[config.mk]
export PLATFORM = sky130hd
export DESIGN_NAME = scnl_div
export DESIGN_NICKNAME = d
export VERILOG_FILES = /design/src/scnl_pkg.sv /design/src/scnl_div.sv
export SDC_FILE = /design/constraint.sdc
export NUM_CORES = 1
export LEC_CHECK = 0
export BUFFER_PORTS_ARGS = -buffer_cell sky130_fd_sc_hd__clkbuf_2
export CORE_ASPECT_RATIO = 0.5
export CORE_MARGIN = 5
export CORE_UTILIZATION = 48
export CTS_CLUSTER_DIAMETER = 150
export DETAILED_ROUTE_END_ITERATION = 16
export PLACE_DENSITY = 0.68
export SKIP_CTS_REPAIR_TIMING = 1
export SLEW_MARGIN = 20
export SYNTH_ARGS = -nofsm -noshare
export SYNTH_HDL_FRONTEND = slang
export SYNTH_SLANG_ARGS = --single-unit
[constraint.sdc]
create_clock -name i_clk -period 4.2 [get_ports i_clk]
set_input_delay 0.42 -clock i_clk [delete_from_list [all_inputs] [get_ports i_clk]]
set_output_delay 0.42 -clock i_clk [all_outputs]
set_load 0.05 [all_outputs]
[src/scnl_pkg.sv]
package scnl_pkg;

    localparam int unsigned TimeW     = 32;
    localparam int unsigned CountW    = 11;
    localparam int unsigned SumW      = 64;
    localparam int unsigned CfgIdxW   = 2;
    localparam int unsigned MaxLineages = 1024;
    localparam int unsigned DivShift  = 48;
    localparam int unsigned DivSteps  = 64 + DivShift;
    localparam int unsigned DivCntW   = $clog2(DivSteps);

    localparam logic [31:0] Ln2Q32 = 32'd2977044472;
    localparam logic [63:0] SatMax = 64'h7FFF_FFFF_FFFF_FFFF;
    localparam logic [63:0] SatMin = 64'h8000_0000_0000_0000;

    localparam logic [CfgIdxW-1:0] RegPopSize    = 2'd0;
    localparam logic [CfgIdxW-1:0] RegSizeRatio  = 2'd1;
    localparam logic [CfgIdxW-1:0] RegChangeTime = 2'd2;

    typedef struct packed {
        logic        start;
        logic [63:0] opnd;
    } t_unit_req;

    typedef struct packed {
        logic        done;
        logic [63:0] result;
    } t_unit_rsp;

endpackage

[src/scnl_div.sv]
module scnl_div (
    input  logic                i_clk,
    input  logic                i_rst_n,
    input  scnl_pkg::t_unit_req i_req,
    input  logic [63:0]         i_den,
    output scnl_pkg::t_unit_rsp o_rsp
);

    logic                          r_busy, n_busy;
    logic [scnl_pkg::DivCntW-1:0]  r_cnt, n_cnt;
    logic [63:0]                   r_num, n_num;
    logic [63:0]                   r_den, n_den;
    logic [63:0]                   r_rem, n_rem;
    logic [63:0]                   r_quo, n_quo;
    logic                          r_sat, n_sat;
    logic                          r_done, n_done;
    logic [63:0]                   w_shift;
    logic                          w_bit;

    always_comb begin
        n_busy = r_busy;
        n_cnt  = r_cnt;
        n_num  = r_num;
        n_den  = r_den;
        n_rem  = r_rem;
        n_quo  = r_quo;
        n_sat  = r_sat;
        n_done = 1'b0;
        w_bit  = (r_cnt < scnl_pkg::DivCntW'(64)) ? r_num[63] : 1'b0;
        w_shift = {r_rem[62:0], w_bit};
        if (i_req.start) begin
            n_busy = 1'b1;
            n_cnt  = '0;
            n_num  = i_req.opnd;
            n_den  = i_den;
            n_rem  = '0;
            n_quo  = '0;
            n_sat  = 1'b0;
        end else if (r_busy) begin
            n_num = {r_num[62:0], 1'b0};
            if (r_quo[63:62] != 2'b00) begin
                n_sat = 1'b1;
            end
            if (r_rem[63] || (w_shift >= r_den)) begin
                n_rem = w_shift - r_den;
                n_quo = {r_quo[62:0], 1'b1};
            end else begin
                n_rem = w_shift;
                n_quo = {r_quo[62:0], 1'b0};
            end
            n_cnt = r_cnt + 1'b1;
            if (r_cnt == scnl_pkg::DivCntW'(scnl_pkg::DivSteps - 1)) begin
                n_busy = 1'b0;
                n_done = 1'b1;
            end
        end
    end

    always_ff @(posedge i_clk) begin
        if (!i_rst_n) begin
            r_busy <= 1'b0;
            r_done <= 1'b0;
        end else begin
            r_busy <= n_busy;
            r_done <= n_done;
        end
        r_cnt <= n_cnt;
        r_num <= n_num;
        r_den <= n_den;
        r_rem <= n_rem;
        r_quo <= n_quo;
        r_sat <= n_sat;
    end

    assign o_rsp.done   = r_done;
    assign o_rsp.result = r_sat ? scnl_pkg::SatMax : {1'b0, r_quo[62:0]};

endmodule

==> results_dict.tcl <==
set metrics [dict create \
    period_share_pct 87.6 \
    worst_slew_pin_slew_ns 1.03 \
    number_of_pins_with_negative_max_slew_slack_in_the_final_report 0 \
    critPathCaptureType "register" \
    cts.htree.levels 1 \
    min-delay-start "i_den[26]" \
    finalClockSkew_ns 0.0138 \
    postSynth.asyncResetShare_pct 0 \
    worst_slew_margin_rel_pct 31.5 \
    net_count_after_synthesis 1707 \
    crit_type "reg -> reg" \
    drc_errors 0 \
    postSynthRegisterBits 266 \
    place_ws_ns 0.623 \
    detailroute.via_count 11500 \
    clk_latency_ns 0.56 \
    r2r.worst_path.cells 11 \
    worstPathRequired_ns 4.66 \
    outcome "completed" \
    synth-main-ff-cell "dfxtp_1" \
    count_of_antenna_diodes_in_the_layout 0 \
    initial_utilization_pct 48.3 \
    post-layout-total-power_mw 6.67 \
    synth_cell_types 71 \
    vdd_ir_drop_max_uv 295 \
    layout.nets 1852 \
    synth-edff-count 128 \
    clock_path_buffers 3 \
    drv.max_cap_violation_count 0 \
    synth.yosys.seq_area_share_pct 45.5 \
    synth.top_cell.area_share_pct 26.5 \
    power_per_cell_area_mw_per_mm2 400 \
    grt_start_max_net_pins 95 \
    core_region_area_mm2 0.0301 \
    grt_first_pass_wirelength_um 56800 \
    worstPathCellList "inv_1, ha_1, and4_1, a31o_2, a221o_1, a21oi_1, o21ai_0, a21boi_0, xnor2_1, nand2_1, a311oi_1" \
    rsz0062_at_grt "false" \
    clkTransAtPathRegs_ns 0.07 \
    worstPathMaxFanout 7 \
    route.detailed.wl_per_inst_um 17.0 \
    drt_iter0_markers 740 \
    place.gp.congestion 0.923 \
    leakage_nw 7.39 \
    synth_largest_area_cell "edfxtp_1" \
    post_route_cells_drive_above_1_share_pct 23.8 \
    maxClockFrequency_mhz 272 \
    number_of_sinks_on_the_clock_net 266 \
    worst_r2r_startpoint "r_den[16]" \
    die_width_um 256 \
    synthCells 1510 \
    post_synth_main_area_contributors "edfxtp_1 26%, dfxtp_1 19%, ha_1 5.6%" \
    worst_hold_slack_ns 0.0321 \
    floorplan.die.height_um 133 \
    min_delay_path_depth 1 \
    finalWorstSetupSlack_ns 0.519 \
    yosysWarningCount 0 \
    class_of_the_tightest_hold_or_removal_check "in -> reg" \
    tritoncts "done" \
    port_buffers 194 \
    ys_top_cells_by_count "171 x nor2_1, 138 x dfxtp_1, 128 x edfxtp_1, 128 x nand2_1, 96 x a21oi_1" \
    clock_buffer_count_from_cts 26 \
    detailed_place_hpwl_um 25100 \
    grt-ovfl-total 0 \
    fp-row-count 45 \
    crit_path_start "r_den[16]" \
    yosysMostFrequentCell "nor2_1" \
    startpoint_type "register" \
    fillerInstances 2784 \
    arrival_ns 4.14 \
    viasPerCell 5.55 \
    final_hold_viol_count 0 \
    synthToLayoutAreaGrowth_pct 14.7 \
    ios 196 \
    setup_tns_ns 0 \
    mapped_cell_area_mm2 0.0145 \
    detail-route-antenna-nets 0 \
    track_usage_pct 19.8 \
    library_cell_contributing_the_largest_single_delay_on_the_critical_path "a21oi_1" \
    avgSynthCellArea_um2 9.61 \
    wl_final_um 35300 \
    antenna_found_initial 0 \
    first_global_vias 11100 \
    min_period_ns 3.68 \
    die_area_mm2 0.0340 \
    number_of_failing_setup_endpoints_in_the_final_timing_report 0 \
    drt_pre_antenna_iters 6 \
    clock-root-buffer "clkbuf_16" \
    critical_path_max_stage_delay_ns 0.79 \
]
[report_power, final]
part           switching, mW  internal (mW)
registers             0.0774           2.91
clock network           1.04           1.39
logic                  0.744          0.508
total                   1.86           4.80
[cells in the final DEF (no fill, tap or decap), drive strengths merged, types with 5 or more instances in the layout]
cell / instances
clkinv: 7
ha: 65
or3: 6
and3: 11
nor3: 11
nor2: 171
a22oi: 7
nand4: 25
a311oi: 42
o21a: 8
o21bai: 13
a21o: 40
nand3: 13
o211ai: 6
dfxtp: 138
nand2b: 10
o21ai: 59
a211o: 6
clkbuf: 229
a21oi: 96
o31ai: 6
o22ai: 5
inv: 88
buf: 18
mux2: 66
xor2: 21
xnor2: 34
nand2: 128
mux2i: 70
a31oi: 8
a211oi: 13
or2: 65
edfxtp: 128
nor2b: 7
[cells by family (layout without fill, tap and decap cells)]
logic type / after synthesis / after routing / share of synthesized area (%)
AOI/OAI and AO/OA: 338 / 338 / 15.7
xor gates and xnor gates: 55 / 55 / 3.32
adders and majority gates: 66 / 66 / 5.74
buffers and inverters: 184 / 349 / 4.96
DFF: 266 / 266 / 45.5
muxes: 136 / 136 / 9.95
other: 1 / 1 / 0.0258
and+or+nand+nor: 464 / 464 / 14.8
[metal layers]
metal  GRT usage (%)  up-vias  routed length [µm]
li1                -     5673                   -
met1            27.3     5522               16200
met2            33.4      268               16700
met3            3.28       50                1780
met4            3.80        0                 597
met5               0        -                   0
[state kept, by name, indices dropped and copies added (netlist names)]
register  flops
r_sat         1
r_den        64
r_num        64
r_quo        64
r_cnt         7
r_rem        64
r_done        1
r_busy        1
[cell type report]
type | instances | area [µm²] | area share, %
inverter | 88 | 330 | 1.98
clock inverter | 13 | 171 | 1.03
clock buffer | 35 | 714 | 4.29
multi-input combinational | 1060 | 7190 | 43.2
timing repair buffer | 213 | 1140 | 6.83
sequential | 266 | 6610 | 39.7
tap | 399 | 499 | 3.00
[per-stage QoR]
step	instances	instance area (µm²)	utilization [%]
2_1_floorplan	1510	14500	-
3_3_place_gp	2025	15800	52.4
3_5_place_dp	2025	15800	52.4
4_1_cts	2073	16600	55.3
5_1_grt	2074	16600	55.4
6_report	2074	16600	55.4
[worst max-delay path, delay by kind of cell, from the launching register on]
family | cells | cell delay, ns
XOR/XNOR | 1 | 0.16
AO/OA/AOI/OAI | 6 | 2.29
flip-flops | 1 | 0.32
buffers and inverters | 1 | 0.05
adder cells (fa/ha/maj) | 1 | 0.39
AND/OR/NAND/NOR | 2 | 0.36
[path summary, 6_finish.rpt]
check,to,slack (ns)
hold reg to reg,r_quo[0],0.49
setup reg to reg,r_rem[30],0.52
setup / recovery,r_rem[30],0.52
hold / removal,r_den[26],0.03
No activity file was read; power rests on OpenSTA's default activity.
