**src/scnl_pkg.sv**
```systemverilog
package scnl_pkg;

    localparam int unsigned TimeW     = 32;
    localparam int unsigned CountW    = 11;
    localparam int unsigned SumW      = 64;
    localparam int unsigned CfgIdxW   = 2;
    localparam int unsigned MaxLineages = 1024;
    localparam int unsigned DivShift  = 48;
    localparam int unsigned DivSteps  = 64 + DivShift;
    localparam int unsigned DivCntW   = $clog2(DivSteps);

    localparam logic [31:0] Ln2Q32 = 32'd2977044472;
    localparam logic [63:0] SatMax = 64'h7FFF_FFFF_FFFF_FFFF;
    localparam logic [63:0] SatMin = 64'h8000_0000_0000_0000;

    localparam logic [CfgIdxW-1:0] RegPopSize    = 2'd0;
    localparam logic [CfgIdxW-1:0] RegSizeRatio  = 2'd1;
    localparam logic [CfgIdxW-1:0] RegChangeTime = 2'd2;

    typedef struct packed {
        logic        start;
        logic [63:0] opnd;
    } t_unit_req;

    typedef struct packed {
        logic        done;
        logic [63:0] result;
    } t_unit_rsp;

endpackage

```
**src/scnl_log2.sv**
```systemverilog
module scnl_log2 (
    input  logic                i_clk,
    input  logic                i_rst_n,
    input  scnl_pkg::t_unit_req i_req,
    output scnl_pkg::t_unit_rsp o_rsp
);

    localparam logic [1:0] PhIdle = 2'd0;
    localparam logic [1:0] PhNorm = 2'd1;
    localparam logic [1:0] PhSq   = 2'd2;

    logic [1:0]  r_ph, n_ph;
    logic [63:0] r_x, n_x;
    logic [5:0]  r_shamt, n_shamt;
    logic [31:0] r_z, n_z;
    logic [31:0] r_frac, n_frac;
    logic [4:0]  r_cnt, n_cnt;
    logic        r_done, n_done;
    logic [63:0] w_sq;
    logic [32:0] w_t;

    assign w_sq = {32'd0, r_z} * {32'd0, r_z};
    assign w_t  = w_sq[63:31];

    always_comb begin
        n_ph    = r_ph;
        n_x     = r_x;
        n_shamt = r_shamt;
        n_z     = r_z;
        n_frac  = r_frac;
        n_cnt   = r_cnt;
        n_done  = 1'b0;
        unique case (r_ph)
            PhIdle: begin
                if (i_req.start) begin
                    n_ph    = PhNorm;
                    n_x     = i_req.opnd;
                    n_shamt = '0;
                end
            end
            PhNorm: begin
                priority if (r_x[63:48] == 16'd0) begin
                    n_x = {r_x[47:0], 16'd0};
                    n_shamt = r_shamt + 6'd16;
                end else if (r_x[63:56] == 8'd0) begin
                    n_x = {r_x[55:0], 8'd0};
                    n_shamt = r_shamt + 6'd8;
                end else if (r_x[63:60] == 4'd0) begin
                    n_x = {r_x[59:0], 4'd0};
                    n_shamt = r_shamt + 6'd4;
                end else if (r_x[63:62] == 2'd0) begin
                    n_x = {r_x[61:0], 2'd0};
                    n_shamt = r_shamt + 6'd2;
                end else if (!r_x[63]) begin
                    n_x = {r_x[62:0], 1'b0};
                    n_shamt = r_shamt + 6'd1;
                end else begin
                    n_z    = r_x[63:32];
                    n_frac = '0;
                    n_cnt  = '0;
                    n_ph   = PhSq;
                end
            end
            PhSq: begin
                n_frac = {r_frac[30:0], w_t[32]};
                n_z    = w_t[32] ? w_t[32:1] : w_t[31:0];
                n_cnt  = r_cnt + 1'b1;
                if (r_cnt == 5'd31) begin
                    n_ph   = PhIdle;
                    n_done = 1'b1;
                end
            end
            default: n_ph = PhIdle;
        endcase
    end

    always_ff @(posedge i_clk) begin
        if (!i_rst_n) begin
            r_ph   <= PhIdle;
            r_done <= 1'b0;
        end else begin
            r_ph   <= n_ph;
            r_done <= n_done;
        end
        r_x     <= n_x;
        r_shamt <= n_shamt;
        r_z     <= n_z;
        r_frac  <= n_frac;
        r_cnt   <= n_cnt;
    end

    assign o_rsp.done   = r_done;
    assign o_rsp.result = {26'd0, 6'd63 - r_shamt, r_frac};

endmodule

```
**config.mk**
```make
export PLATFORM = sky130hd
export DESIGN_NAME = scnl_log2
export DESIGN_NICKNAME = d
export VERILOG_FILES = /design/src/scnl_pkg.sv /design/src/scnl_log2.sv
export SDC_FILE = /design/constraint.sdc
export NUM_CORES = 2
export LEC_CHECK = 0
export BUFFER_PORTS_ARGS = -buffer_cell sky130_fd_sc_hd__buf_2
export CAP_MARGIN = 5
export CELL_PAD_IN_SITES_DETAIL_PLACEMENT = 2
export CELL_PAD_IN_SITES_GLOBAL_PLACEMENT = 2
export CORE_UTILIZATION = 25
export DETAILED_ROUTE_END_ITERATION = 8
export PLACE_DENSITY_LB_ADDON = 0.1
export SYNTH_ARGS = -nofsm -noshare
export SYNTH_HDL_FRONTEND = slang
export SYNTH_SLANG_ARGS = --single-unit
```
**constraint.sdc**
```tcl
create_clock -name i_clk -period 7.7 [get_ports i_clk]
set_input_delay 0.77 -clock i_clk [delete_from_list [all_inputs] [get_ports i_clk]]
set_output_delay 0.77 -clock i_clk [all_outputs]
set_load 0.05 [all_outputs]
```
==> results.json <==
{
  "outcome": "finished, violations left",
  "fin_ws_ns": -0.438,
  "dp_hpwl_um": 117000,
  "cts_htree_levels": 4,
  "synth.area.top_cells": "fa_1, edfxtp_1, ha_1, inv_1, nand2_1",
  "path_buf_inv": 11,
  "io_pins": 132,
  "drt-initial-drc-count": 979,
  "synth_area_per_cell_um2": 9.28,
  "cts_root_buffer": "clkbuf_16",
  "synth-xor-area-share_pct": 1.95,
  "gp_congestion": 0.780,
  "synth-simple-area-share_pct": 12.8,
  "netlist_instances": 4062,
  "grt_pass1_vias": 35000,
  "critical_path_required_ns": 7.91,
  "fin_cells": 6698,
  "grt_first_pass_wirelength_um": 220000,
  "grt_max_degree": 84,
  "drive_gt1_share_pct": 24.5,
  "drc": 0,
  "fin_crit_ns": 8.14,
  "cp.arrival_ns": 8.35,
  "viasPerCell": 4.39,
  "timing.final.hold_violations": 0,
  "cpMaxStageDelayCell": "fa_2",
  "antenna_found_initial": 4,
  "fin_crit_sh_pct": 106,
  "synth_mux_area_share_pct": 2.05,
  "core_area_um2": 150000,
  "dpl.cell_count": 6550,
  "synth_compound_area_share_pct": 7.64,
  "clock_sinks": 142,
  "end_kind": "flip-flop",
  "critPathTopFamily": "adder cells",
  "io_buffer_count": 105,
  "die_y_um": 390,
  "maxCapViolCount": 0,
  "rsz0062_at_grt": "yes",
  "fillCellCount": 16500,
  "tightestPinTransition_ns": 1.14,
  "die_x_um": 390,
  "cts_buffers": 17,
  "final.setup.tns_ns": -11.51,
  "critPathMaxStageDelay_ns": 0.59,
  "ant_nets": 0,
  "crit_fanout": 7,
  "syn_to_final_growth_pct": 27.8,
  "nets": 5829,
  "synth_seq_cells": 142,
  "maxSlewHeadroom_pct": 23.7,
  "crit_start": "r_z[20]$_DFFE_PP_",
  "initial_utilization_pct": 25.2,
  "synth_flop_cell": "edfxtp_1",
  "hold_start": "i_rst_n",
  "path_class": "reg2reg",
  "synth-edff-count": 139,
  "dr.pass1.iters": 5,
  "finalWirelength_um": 144000,
  "clk_pin_slew_ns": 0.08,
  "yosysTopAreaCell": "fa_1",
  "synth_top_family_by_area": "adder cells",
  "core.rowCount": 142,
  "crit_path_start_kind": "flip-flop",
  "timing.fmax_mhz": 123,
  "synthAdderAreaFrac_pct": 52.1,
  "dieArea_um2": 152000,
  "syn_area_um2": 37700,
  "r2r-start": "r_z[20]$_DFFE_PP_",
  "gr-total-overflow": 0,
  "slew_violations": 0,
  "clk_latency_ns": 0.47,
  "fin_skew_ns": 0.0155,
  "wl_per_cell_um": 21.5,
  "hold_class": "in2reg",
  "setup_violations": 33,
  "netlist-cell-type-count": 80,
  "ys_seq_area_share_pct": 11.2,
  "yosysWarnings": 0,
  "violations": "negative setup slack",
  "num_vias": 29400,
  "synth_top_area_share_pct": 42.0,
  "grtUsageTotal_pct": 19.2,
  "cts_tree": "yes",
  "synthArstFlopShare_pct": 0,
  "cts.path.max_buffers": 2
}
==> cell usage after synthesis (10+ instances only) <==
cell	instances
inv_1	980
fa_1	791
nand2_1	549
ha_1	304
and2_1	264
clkbuf_1	174
o21ai_0	153
edfxtp_1	139
nor2_1	97
a21oi_1	85
mux2i_1	67
o311ai_0	41
xor2_1	40
xnor2_1	39
nand3_1	30
buf_4	28
a21o_1	25
nand4_1	16
nor3_1	15
and3_1	14
a221o_1	11
a31o_2	11
a31oi_1	11
a22o_1	10
nor2b_1	10
o21bai_1	10
==> placed cells by master (no fill, tap or decap), types with 39 or more instances in the layout <==
cell type / n
a21oi_1: 61
and2_1: 234
buf_12: 70
buf_2: 105
buf_4: 556
edfxtp_1: 139
fa_1: 741
fa_2: 50
ha_1: 264
inv_1: 936
inv_2: 42
mux2i_1: 67
nand2_1: 528
nor2_1: 81
o21ai_0: 129
o311ai_0: 41
xor2_1: 39
==> through the flow <==
step / worst slack (ns) / hold slack (ns) / utilization (%) / cell area, um^2
2_1_floorplan: 0.00441 / 0.547 / - / 37800
4_1_cts: -0.465 / 0.502 / 31.5 / 47100
3_3_place_gp: -0.710 / 0.526 / 29.9 / 44800
3_5_place_dp: -0.809 / 0.543 / 29.9 / 44800
5_1_grt: -0.679 / 0.530 / 32.2 / 48200
6_report: -0.438 / 0.525 / 32.2 / 48200
==> layer usage <==
layer  wire length, um  GRT usage (%)  vias up
li1                  -              -    13600
met1             64700           25.1    15500
met2             75100           35.7      201
met3              1990           1.05       66
met4              2140           2.29        0
met5                 0              0        -
==> state kept, by name, indices dropped and copies added, names as in the netlist <==
name,flops
r_x,64
r_frac,32
r_z,32
r_shamt,6
r_cnt,5
r_ph,2
r_done,1
==> path summary, 6_finish.rpt <==
path	end	cells past startpoint	slack, ns
worst max register to register	r_z[9]$_DFFE_PP_	32	-0.44
worst max-delay path	r_z[9]$_DFFE_PP_	32	-0.44
worst min-delay path	r_ph[0]$_SDFFE_PN0P_	2	0.53
worst min register to register	r_frac[5]$_SDFFCE_PP0P_	1	0.56
==> cell type report <==
type	instances	area (um^2)	share of cell area, %
clock inverters	15	169	0.350
multi-input cells	2749	30400	63.1
inverters	981	3690	7.66
repair buffers	776	6740	14.0
well taps	2016	2520	5.23
flip-flops and latches	142	4230	8.79
clock buffers	17	425	0.883
diodes	2	5.00	0.0104
==> cells by family after synthesis <==
family                     Yosys count
AOI/OAI and AO/OA                  438
DFF                                142
and+or+nand+nor                   1033
muxes                               76
xor gates and xnor gates            81
buffers and inverters             1196
other                                1
adders and majority gates         1095
==> what timing repair did <==
item | 4_1_cts | 5_1_grt
endpoints found under the setup margin | 33 | 33
gates cloned | 7 | 2
pin swaps | 138 | 91
hold buffers | 0 | 0
setup buffers | 70 | 41
resized for setup | 229 | 180
Power is left out: the tool's default activity adds up to more than one toggle a clock period on the data nets, which glitch-free logic cannot reach.
